<file path="src/design/linear_buffer_range_allocator_unit_assert.svh">
// Assertion macros included by the allocator unit.
`ifndef LINEAR_BUFFER_RANGE_ALLOCATOR_UNIT_ASSERT_SVH
`define LINEAR_BUFFER_RANGE_ALLOCATOR_UNIT_ASSERT_SVH
`ifndef SYNTH
// Same-cycle implication.
`define LBRA_ASSERT_IMP(label, clk, rst, ante, cons) \
   label: assert property (@(posedge clk) disable iff (rst) (ante) |-> (cons)) \
      else $error("assertion failed");
// Next-cycle implication.
`define LBRA_ASSERT_NXT(label, clk, rst, ante, cons) \
   label: assert property (@(posedge clk) disable iff (rst) (ante) |=> (cons)) \
      else $error("assertion failed");
`else
`define LBRA_ASSERT_IMP(label, clk, rst, ante, cons)
`define LBRA_ASSERT_NXT(label, clk, rst, ante, cons)
`endif
`endif

</file>
<file path="src/design/lbra_pkg.sv">
package lbra_pkg;
   // Field widths.
   localparam int DATA_W   = 32;
   localparam int TAG_W    = 16;
   localparam int ALIGN_W  = 17;
   localparam int LIVE_W   = 9;
   localparam int STATUS_W = 2;

   // Request kinds.
   localparam logic REQ_ALLOC = 1'b0;
   localparam logic REQ_FREE  = 1'b1;

   // Result status codes.
   localparam logic [STATUS_W-1:0] STATUS_OK        = 2'd0;
   localparam logic [STATUS_W-1:0] STATUS_NO_SPACE  = 2'd1;
   localparam logic [STATUS_W-1:0] STATUS_BAD_FREE  = 2'd2;

   // Register index of buffer_size.
   localparam logic CSR_BUFFER_SIZE = 1'b0;
endpackage

</file>
<file path="src/design/lbra_rem.sv">
// Restoring remainder unit: one dividend bit per cycle.
module lbra_rem (
   input  logic                             clock,
   input  logic                             reset,
   input  logic                             start,
   input  logic [lbra_pkg::DATA_W-1:0]      dividend,
   input  logic [lbra_pkg::ALIGN_W-1:0]     divisor,
   output logic                             done,
   output logic [lbra_pkg::ALIGN_W-1:0]     remainder
);
   logic                            busy_ff, busy_in;
   logic                            done_ff, done_in;
   logic [4:0]                      cnt_ff, cnt_in;
   logic [lbra_pkg::DATA_W-1:0]     num_ff, num_in;
   logic [lbra_pkg::ALIGN_W-1:0]    rem_ff, rem_in;
   logic [lbra_pkg::ALIGN_W-1:0]    div_ff, div_in;
   logic [lbra_pkg::ALIGN_W:0]      trial;

   // One shift-and-subtract step per cycle.
   always_comb begin
      busy_in = busy_ff;
      done_in = 1'b0;
      cnt_in  = cnt_ff;
      num_in  = num_ff;
      rem_in  = rem_ff;
      div_in  = div_ff;
      trial   = {rem_ff, num_ff[lbra_pkg::DATA_W-1]};
      if (start) begin
         busy_in = 1'b1;
         cnt_in  = '0;
         num_in  = dividend;
         rem_in  = '0;
         div_in  = divisor;
      end else if (busy_ff) begin
         if (trial >= {1'b0, div_ff}) begin
            rem_in = lbra_pkg::ALIGN_W'(trial - {1'b0, div_ff});
         end else begin
            rem_in = trial[lbra_pkg::ALIGN_W-1:0];
         end
         num_in = {num_ff[lbra_pkg::DATA_W-2:0], 1'b0};
         cnt_in = cnt_ff + 5'd1;
         if (cnt_ff == 5'd31) begin
            busy_in = 1'b0;
            done_in = 1'b1;
         end
      end
   end

   always_ff @(posedge clock) begin
      if (reset) begin
         busy_ff <= 1'b0;
         done_ff <= 1'b0;
         cnt_ff  <= '0;
      end else begin
         busy_ff <= busy_in;
         done_ff <= done_in;
         cnt_ff  <= cnt_in;
      end
      num_ff <= num_in;
      rem_ff <= rem_in;
      div_ff <= div_in;
   end

   assign done      = done_ff;
   assign remainder = rem_ff;
endmodule

</file>
<file path="config.mk">
export PLATFORM = sky130hd
export DESIGN_NAME = lbra_rem
export DESIGN_NICKNAME = d
export VERILOG_FILES = /design/src/design/linear_buffer_range_allocator_unit_assert.svh /design/src/design/lbra_pkg.sv /design/src/design/lbra_rem.sv
export SDC_FILE = /design/constraint.sdc
export NUM_CORES = 1
export LEC_CHECK = 0
export BUFFER_PORTS_ARGS = -buffer_cell sky130_fd_sc_hd__buf_2
export CORE_ASPECT_RATIO = 0.8
export CORE_MARGIN = 2
export CORE_UTILIZATION = 30
export CTS_CLUSTER_DIAMETER = 150
export CTS_CLUSTER_SIZE = 14
export DETAILED_ROUTE_END_ITERATION = 7
export PLACE_DENSITY_LB_ADDON = 0.05
export SYNTH_ARGS = -nofsm -noshare
export SYNTH_HDL_FRONTEND = slang
export SYNTH_SLANG_ARGS = --single-unit
</file>
<file path="constraint.sdc">
create_clock -name clock -period 3.1 [get_ports clock]
set_clock_uncertainty 0.2 [all_clocks]
set_input_delay 0.31 -clock clock [delete_from_list [all_inputs] [get_ports clock]]
set_output_delay 0.31 -clock clock [all_outputs]
set_load 0.03 [all_outputs]
</file>
Word-level counts from Yosys, hierarchy flattened:

Cells that the tools add are included.

* register bits after elaboration: 73
* output and inout port bits: 18
* logic and storage cells: 21

* $add $sub $neg: 2
* $lt $le $gt $ge: 1
* equal/unequal tests: 1
* muxes and demuxes: 7
* bitwise gates (word level): 1
* reduce and logical (&&, ||, !) cells: 3

Operators by type and width (number)
* $mux W32: 2
* $ge A18 B17 Y1: 1
* $mux W17: 1
* $sub A17 B17 Y17: 1
* $add A5 B1 Y5 const B: 1
* $eq A5 B5 Y1 const B: 1
* $mux W1: 4
* $reduce_or A3 Y1: 1
* $reduce_bool A2 Y1: 1
* $reduce_or A2 Y1: 1
* $not A1 Y1: 1

Longest topological paths before layout:

Gate-level depths: netlist (run 1).

* depth after elaboration: 4
* gate-level depth with buffers: 11

Worst setup path after synthesis (run 1):

Ideal clock, no wire load.

* path type: register to register
* start: register num_ff[31] in the netlist's numbering
* end: register rem_ff, in the netlist remainder[1]
* setup time: 0.137 ns
* data arrival time: 2.388 ns
* data required time: 2.763 ns
* path slack: 0.375 ns
* cell stages (with the launch flop): 12
* cell sequence: edfxtp_1 -> inv_1 -> ha_1 -> inv_1 -> fa_1 -> a21o_1 -> a221oi_2 -> nor2_1 -> a211oi_4 -> buf_6 -> mux2i_1 -> a211oi_1

* cells in the longest elaborated chain, start to end: 2
* elaborated cells on any way between the ends: 3

Ends and longest elaborated chain
* start, declared: line lbra_rem.sv:14 `logic [lbra_pkg::DATA_W-1:0] num_ff, num_in;`
* start signal, assigned: line lbra_rem.sv:59 `num_ff <= num_in;`
* $sub A17 B17 Y17 or $ge A18 B17 Y1 (tied branches): line lbra_rem.sv:36, lbra_rem.sv:35
* $mux W17 *: line lbra_rem.sv:35 `if (trial >= {1'b0, div_ff}) begin`
* end signal, assigned: line lbra_rem.sv:60 `rem_ff <= rem_in;`
* end, declared: line lbra_rem.sv:15 `logic [lbra_pkg::ALIGN_W-1:0] rem_ff, rem_in;`

Mark *: on every way between the ends. The rest lies on a longest branch, timed or not.
A chain may end at the register's enable or synchronous reset.

Final worst setup path (run 1):

* start: register num_ff[31] in the netlist's numbering
* end: register rem_ff, in the netlist remainder[0]

The elaborated chain is that of the path after synthesis.

==> run metrics, run 1 <==
Clock Sinks=73; r2r endpoint=remainder[0]$_SDFFE_PP0P_; cts repair resizes=0; Slew headroom=0.361; measured slew at the worst slew-check pin=~0.96 ns; flops & latches, synth=73; routability cong.=0.805; area added between synthesis and finish=27.2%; FF-to-FF Start=num_ff[31]$_DFFE_PP_; I/O pin total=70; grt ovf=0; hold buffers post-CTS=17; P per Cell Area=between 500 and 600 nW/um2; leak pwr=around 2.1 nW; Core Area=between 10000 and 15000 um2; crit-path cells=inv_1, ha_1, inv_1, fa_1, a21o_1, a221oi_2, nor2_1, a211oi_4, buf_4, nand2_1, a311oi_1; net count after synthesis=around 410; unrepaired setup endpoints after global routing=no; R2R setup slack=roughly 0.29 ns; reg2reg path depth=11; worst skew pair latency=between 0.3 and 0.4 ns; final hold slack=about 0.034 ns; vias in the first global route=about 2.8k; Die H=about 110 um; Design Power=about 2.7 mW; WS Path Type=reg -> reg; clk slew on worst S/H paths=around 0.060 ns; post-DR vias/cell=between 4 and 5; CP Data Required Time=3.14 ns; Post-CTS Setup Inserts=0; Die Wd=approximately 130 um; port bufs=69; antenna-violating nets left=0; H-tree depth=3; Antenna Diode Count=0; outcome=complete, no violations; largest net degree at the start of global routing=36; hold path start=reset; root buf cell=clkbuf_16; CP endpoint kind=register; yosys warns=0; ys flop type=edfxtp_1; CP peak stage delay=about 0.40 ns; total track usage=0.138; post-layout minimum cycle time=2.81 ns; final hold vios=0; die area=roughly 14000 um2; hold worst-path end=busy_ff$_SDFF_PP0_; Max Cap Viol=0; worst hold path class=in -> reg; share of synthesized registers carrying an async set or reset=0; startpoint types=register; count of different cell masters after synthesis=between 50 and 60; setup TNS=0 ns; most common cell after layout, fill and taps aside=buf_2; DR iter-0 viols=around 130; Num CTS Buffers=9; Synth Instances=around 330; WP data arrival=2.85 ns; CP max stage cell=fa_1; Mapped Area=between 3000 and 4000 um2; routed vias=2865; Clock Tree Buf Depth=2; dpl hpwl=approximately 6200 um; Final Setup Violations=0; final slew viol count=0; Critical Path Most Common Cell=inv_1; most frequent cells in the layout=69 x buf_2, 49 x edfxtp_1, 31 x mux2_2, 24 x dfxtp_1, 23 x inv_1; drt drc=0; Rows=37; Fmax achieved=around 360 MHz; Crit Path Max Fanout=11; Starting Density=0.303; Post-synth EDFFs=49; CTS tree=built; Initial DRT Pass Iterations=4; global-route wire length before repair=between 10000 and 15000 um; Avg Cell Area, Syn=about 12 um2; initial antenna violation count=0; Hold Path Cell Cnt=2; share of layout cells above drive strength 1=0.306; Routed WL=8780 um; final net count=roughly 500; WL per Instance=around 15 um; register area share after synthesis=0.505; fin crit share=0.906; worst-case vdd ir drop=between 0.0002 and 0.0003 V
[worst max-delay path: cells and delay by family, from the launching register on]
family | cells | cell delay [ns]
DFF | 1 | 0.38
AOI/OAI and AO/OA | 4 | 1.01
and+or+nand+nor | 2 | 0.20
buffers and inverters | 3 | 0.37
adders and majority gates | 2 | 0.55
[area by class of cell]
cell class | count | area, um2
flip-flops and latches | 73 | 1950
clock buffers | 9 | 225
well taps | 175 | 219
multi-input cells | 221 | 1750
fillers | 1281 | 7820
clock inverters | 7 | 101
inverters | 23 | 86.3
repair buffers | 95 | 583
[metrics by stage]
stage	instance area, um2	setup WS (ns)	util	instances
after global routing	4910	0.0677	0.386	603
after CTS	4910	0.247	0.386	603
after global placement	4420	0.300	0.347	570
after detailed placement	4420	0.276	0.347	570
after floorplan	3860	0.375	-	333
final	4910	0.292	0.386	603
[flip-flops by register name (all words and copies together), names as in the netlist]
register	cells
busy_ff	1
cnt_ff	5
div_ff	17
done	1
num_ff	32
remainder	17
[how the worst max path moves through the flow]
stage	endpoint	slack, ns	startpoint
CTS	remainder[0]$_SDFFE_PP0P_	0.25	num_ff[31]$_DFFE_PP_
finish	remainder[0]$_SDFFE_PP0P_	0.29	num_ff[31]$_DFFE_PP_
detailed placement	remainder[0]$_SDFFE_PP0P_	0.28	num_ff[31]$_DFFE_PP_
floorplan	remainder[1]$_SDFFE_PP0P_	0.37	num_ff[31]$_DFFE_PP_
global placement	remainder[8]$_SDFFE_PP0P_	0.30	num_ff[31]$_DFFE_PP_
global route	remainder[0]$_SDFFE_PP0P_	0.07	num_ff[31]$_DFFE_PP_
[metal layers]
metal,up-vias,share of wire,track usage
li1,1439,-,-
met1,1348,0.51,0.194
met2,67,0.42,0.196
met3,11,0.060,0.0457
met4,0,0.015,0.0502
met5,-,0,0
[cell families (layout without fill, tap and decap cells)]
logic type / Yosys count / in the layout / synth area share
compound gates: 71 / 71 / 0.138
xor+xnor: 13 / 13 / 0.0295
fa+ha+maj: 20 / 20 / 0.0667
buf+inv: 39 / 134 / 0.0428
flops: 73 / 73 / 0.505
mux: 41 / 41 / 0.116
simple gates: 76 / 76 / 0.101
[where the power goes]
group	internal [mW]	total [mW]	switching (mW)
sequential	1.13	1.16	0.0300
clock	0.713	1.14	0.428
combinational	0.188	0.411	0.222
[cell usage after synthesis (3+ instances only)]
| master | instances | share of area |
|---|---|---|
| mux2i_1 | 10 | 0.026 |
| a311oi_1 | 4 | 0.0091 |
| o31ai_1 | 3 | 0.0058 |
| ha_1 | 19 | 0.062 |
| nand2b_1 | 6 | 0.0097 |
| nor2_1 | 17 | 0.017 |
| a21oi_1 | 9 | 0.012 |
| nand2_1 | 14 | 0.014 |
| a211oi_1 | 6 | 0.012 |
| nor2b_1 | 3 | 0.0049 |
| a21o_1 | 10 | 0.019 |
| o21ai_0 | 11 | 0.014 |
| nor3_1 | 14 | 0.018 |
| buf_2 | 3 | 0.0039 |
| a211o_1 | 4 | 0.0091 |
| dfxtp_1 | 24 | 0.12 |
| edfxtp_1 | 49 | 0.38 |
| inv_1 | 23 | 0.022 |
| clkbuf_1 | 11 | 0.011 |
| a31o_2 | 3 | 0.0068 |
| xnor2_1 | 9 | 0.020 |
| nand4_1 | 4 | 0.0065 |
| xor2_1 | 4 | 0.0091 |
| nand3_1 | 4 | 0.0052 |
| mux2_2 | 31 | 0.090 |
| a32oi_1 | 6 | 0.014 |
Power figures use the tool's default switching activity.
==> inputs of run 2 (changes only) <==
CAP_MARGIN = 20   (was unset)
clock period = 2.76 ns   (was 3.1 ns; I/O delays follow)
==> run 2 against run 1 <==
First-iteration DRC count fell by 8.8%; combinational power rose by 20%; non-clock buffer count rose by 18; global-route usage rose by 0.50 points; clock power barely moved; total power rose by 7.1%; via count rose by 0.28%; sequential cell count did not move; worst hold slack got worse by 0.016 ns; utilization rose by 1.4 points; worst setup slack got worse by 0.25 ns; fmax rose by 3.3%; critical path type unchanged; critical endpoint is now remainder[1]$_SDFFE_PP0P_; largest power group unchanged.
==> run metrics, run 2 (synthesis results as in run 1) <==
final slew viol count=0 (unchanged); unrepaired setup endpoints after global routing=yes; Final Setup Violations=0 (unchanged); placed insts=584 (+2.5%); Clock Tree Buf Depth=2 (unchanged); Slew headroom=0.461 (+0.100); fin crit share=0.985 (+0.0789); worst hold path class=in -> reg; WP data arrival=2.74 ns (-0.11 ns); WL per Instance=14.9 um (+2.1%); Fmax achieved=368 MHz (+3.3%); P per Cell Area=570 nW/um2 (+3.4%); Hold Path Cell Cnt=2 (unchanged); CP peak stage delay=0.38 ns (-0.02 ns); Num CTS Buffers=9 (unchanged); hold path start=dividend[0]; total track usage=0.143 (+0.00504); Critical Path Most Common Cell=inv_1; Rows=37 (unchanged); Die H=105 um (unchanged); outcome=complete, no violations; measured slew at the worst slew-check pin=0.807 ns (-0.149 ns); r2r endpoint=remainder[1]$_SDFFE_PP0P_; most frequent cells in the layout=69 x buf_2, 49 x edfxtp_1, 31 x mux2_2, 24 x dfxtp_1, 23 x inv_1; FF-to-FF Start=num_ff[31]$_DFFE_PP_; DR iter-0 viols=114 (-8.8%); drt drc=0 (unchanged); global-route wire length before repair=15000 um (+3.7%); final hold slack=0.0185 ns (-0.0158 ns); root buf cell=clkbuf_16; met3 Use GR=0.0482 (+0.00254); I/O pin total=70 (unchanged); Die Wd=131 um (unchanged); clk slew on worst S/H paths=0.06 ns (about the same); Core Area=12700 um2 (unchanged); largest net degree at the start of global routing=33 (-8.3%); Starting Density=0.303 (unchanged); Routed WL=9240 um (+5.2%); GRT Max-Usage Layer=met1; setup TNS=0 ns (unchanged); worst-case vdd ir drop=0.000290 V (+3.6%); CTS tree=built; CP Data Required Time=2.78 ns (-0.36 ns); Bufs and invs on worst path=4 (+1); startpoint types=register; crit-path cells=inv_1, ha_1, inv_1, fa_2, a21o_1, a221oi_4, nor2_2, a211oi_4, buf_6, buf_12, mux2i_1, a211oi_1; CP max stage cell=edfxtp_1; die area=13800 um2 (unchanged); Post-Layout Cell Count=621 (+3.0%); met1 Resource Use GR=0.206 (+0.0118); initial antenna violation count=0 (unchanged); vias in the first global route=2867 (+3.4%); routability cong.=0.833 (+3.5%); Most flops, register=num_ff; Crit Path Max Fanout=6 (-5); grt ovf=0 (unchanged); post-layout minimum cycle time=2.72 ns (-0.0902 ns); share of layout cells above drive strength 1=0.345 (+0.0392); final net count=513 (+3.6%); WS Path Type=reg -> reg; Initial DRT Pass Iterations=4 (unchanged); routing usage on met2=0.201 (+0.00521); worst skew pair latency=0.34 ns (about the same); Worst path top cell family by delay=compound AO/OA/AOI/OAI gates; max reg flops=32 (unchanged); most common cell after layout, fill and taps aside=buf_2; PnR worst setup slack=0.0425 ns (-0.250 ns); antenna-violating nets left=0 (unchanged); Max Cap Viol=0 (unchanged); crit path from=num_ff[31]$_DFFE_PP_; Clock Sinks=73 (unchanged); H-tree depth=3 (unchanged); R2R setup slack=0.04 ns (-0.25 ns); leak pwr=2.23 nW (+4.6%); area added between synthesis and finish=31.7%; dpl hpwl=6590 um (+6.4%); final hold vios=0 (unchanged); CP endpoint kind=register; hold worst-path end=num_ff[0]$_SDFFCE_PN0P_; routed vias=2873 (+0.28%); post-DR vias/cell=4.63 (-2.6%); port bufs=69 (unchanged); reg2reg path depth=12 (+1); Antenna Diode Count=0 (unchanged); Design Power=2.90 mW (+7.1%); worst slack, placed=-0.0724 ns (-0.348 ns)
-- run 2: worst max path at each step --
stage | to | slack, ns | depth (start not counted)
3_3_place_gp | remainder[9]$_SDFFE_PP0P_ | -0.03 | 11
5_1_grt | remainder[5]$_SDFFE_PP0P_ | -0.11 | 12
2_1_floorplan | remainder[1]$_SDFFE_PP0P_ | 0.03 | 11
3_5_place_dp | remainder[9]$_SDFFE_PP0P_ | -0.07 | 11
4_1_cts | remainder[1]$_SDFFE_PP0P_ | 0.01 | 12
6_report | remainder[1]$_SDFFE_PP0P_ | 0.04 | 12
-- run 2: report_power, final --
part           total, mW  internal, mW  switching (mW)
combinational      0.493         0.232           0.260
clock               1.11         0.620           0.487
sequential          1.30          1.27          0.0360
-- run 2: timing repair --
item | in CTS | in global routing
hold buffers | 18 | 0
setup endpoints to repair | 16 | 17
hold endpoints to repair | 19 | 0
gates resized for setup | 5 | 11
cloned | 1 | 0
setup buffers | 1 | 1
pin swaps | 5 | 2
-- run 2: stage by stage --
stage	instance area [um2]	utilization
3_5_place_dp	4530	0.356
6_report	5090	0.400
4_1_cts	5040	0.396
5_1_grt	5090	0.400
2_1_floorplan	3860	-
3_3_place_gp	4530	0.356
-- run 2: area by class of cell --
cell class / instances / area [um2]
fill: 1285 / 7640
sequential: 73 / 1950
multi-input combinational: 221 / 1780
timing repair buffer: 113 / 768
clock buffer: 10 / 229
tap: 175 / 219
inverter: 23 / 86.3
clock inverter: 6 / 50.0
-- run 2: metal layers --
metal | routed length (um) | share of wire
met1 | 4670 | 0.51
met3 | 614 | 0.066
met2 | 3850 | 0.42
met4 | 103 | 0.011
met5 | 0 | 0
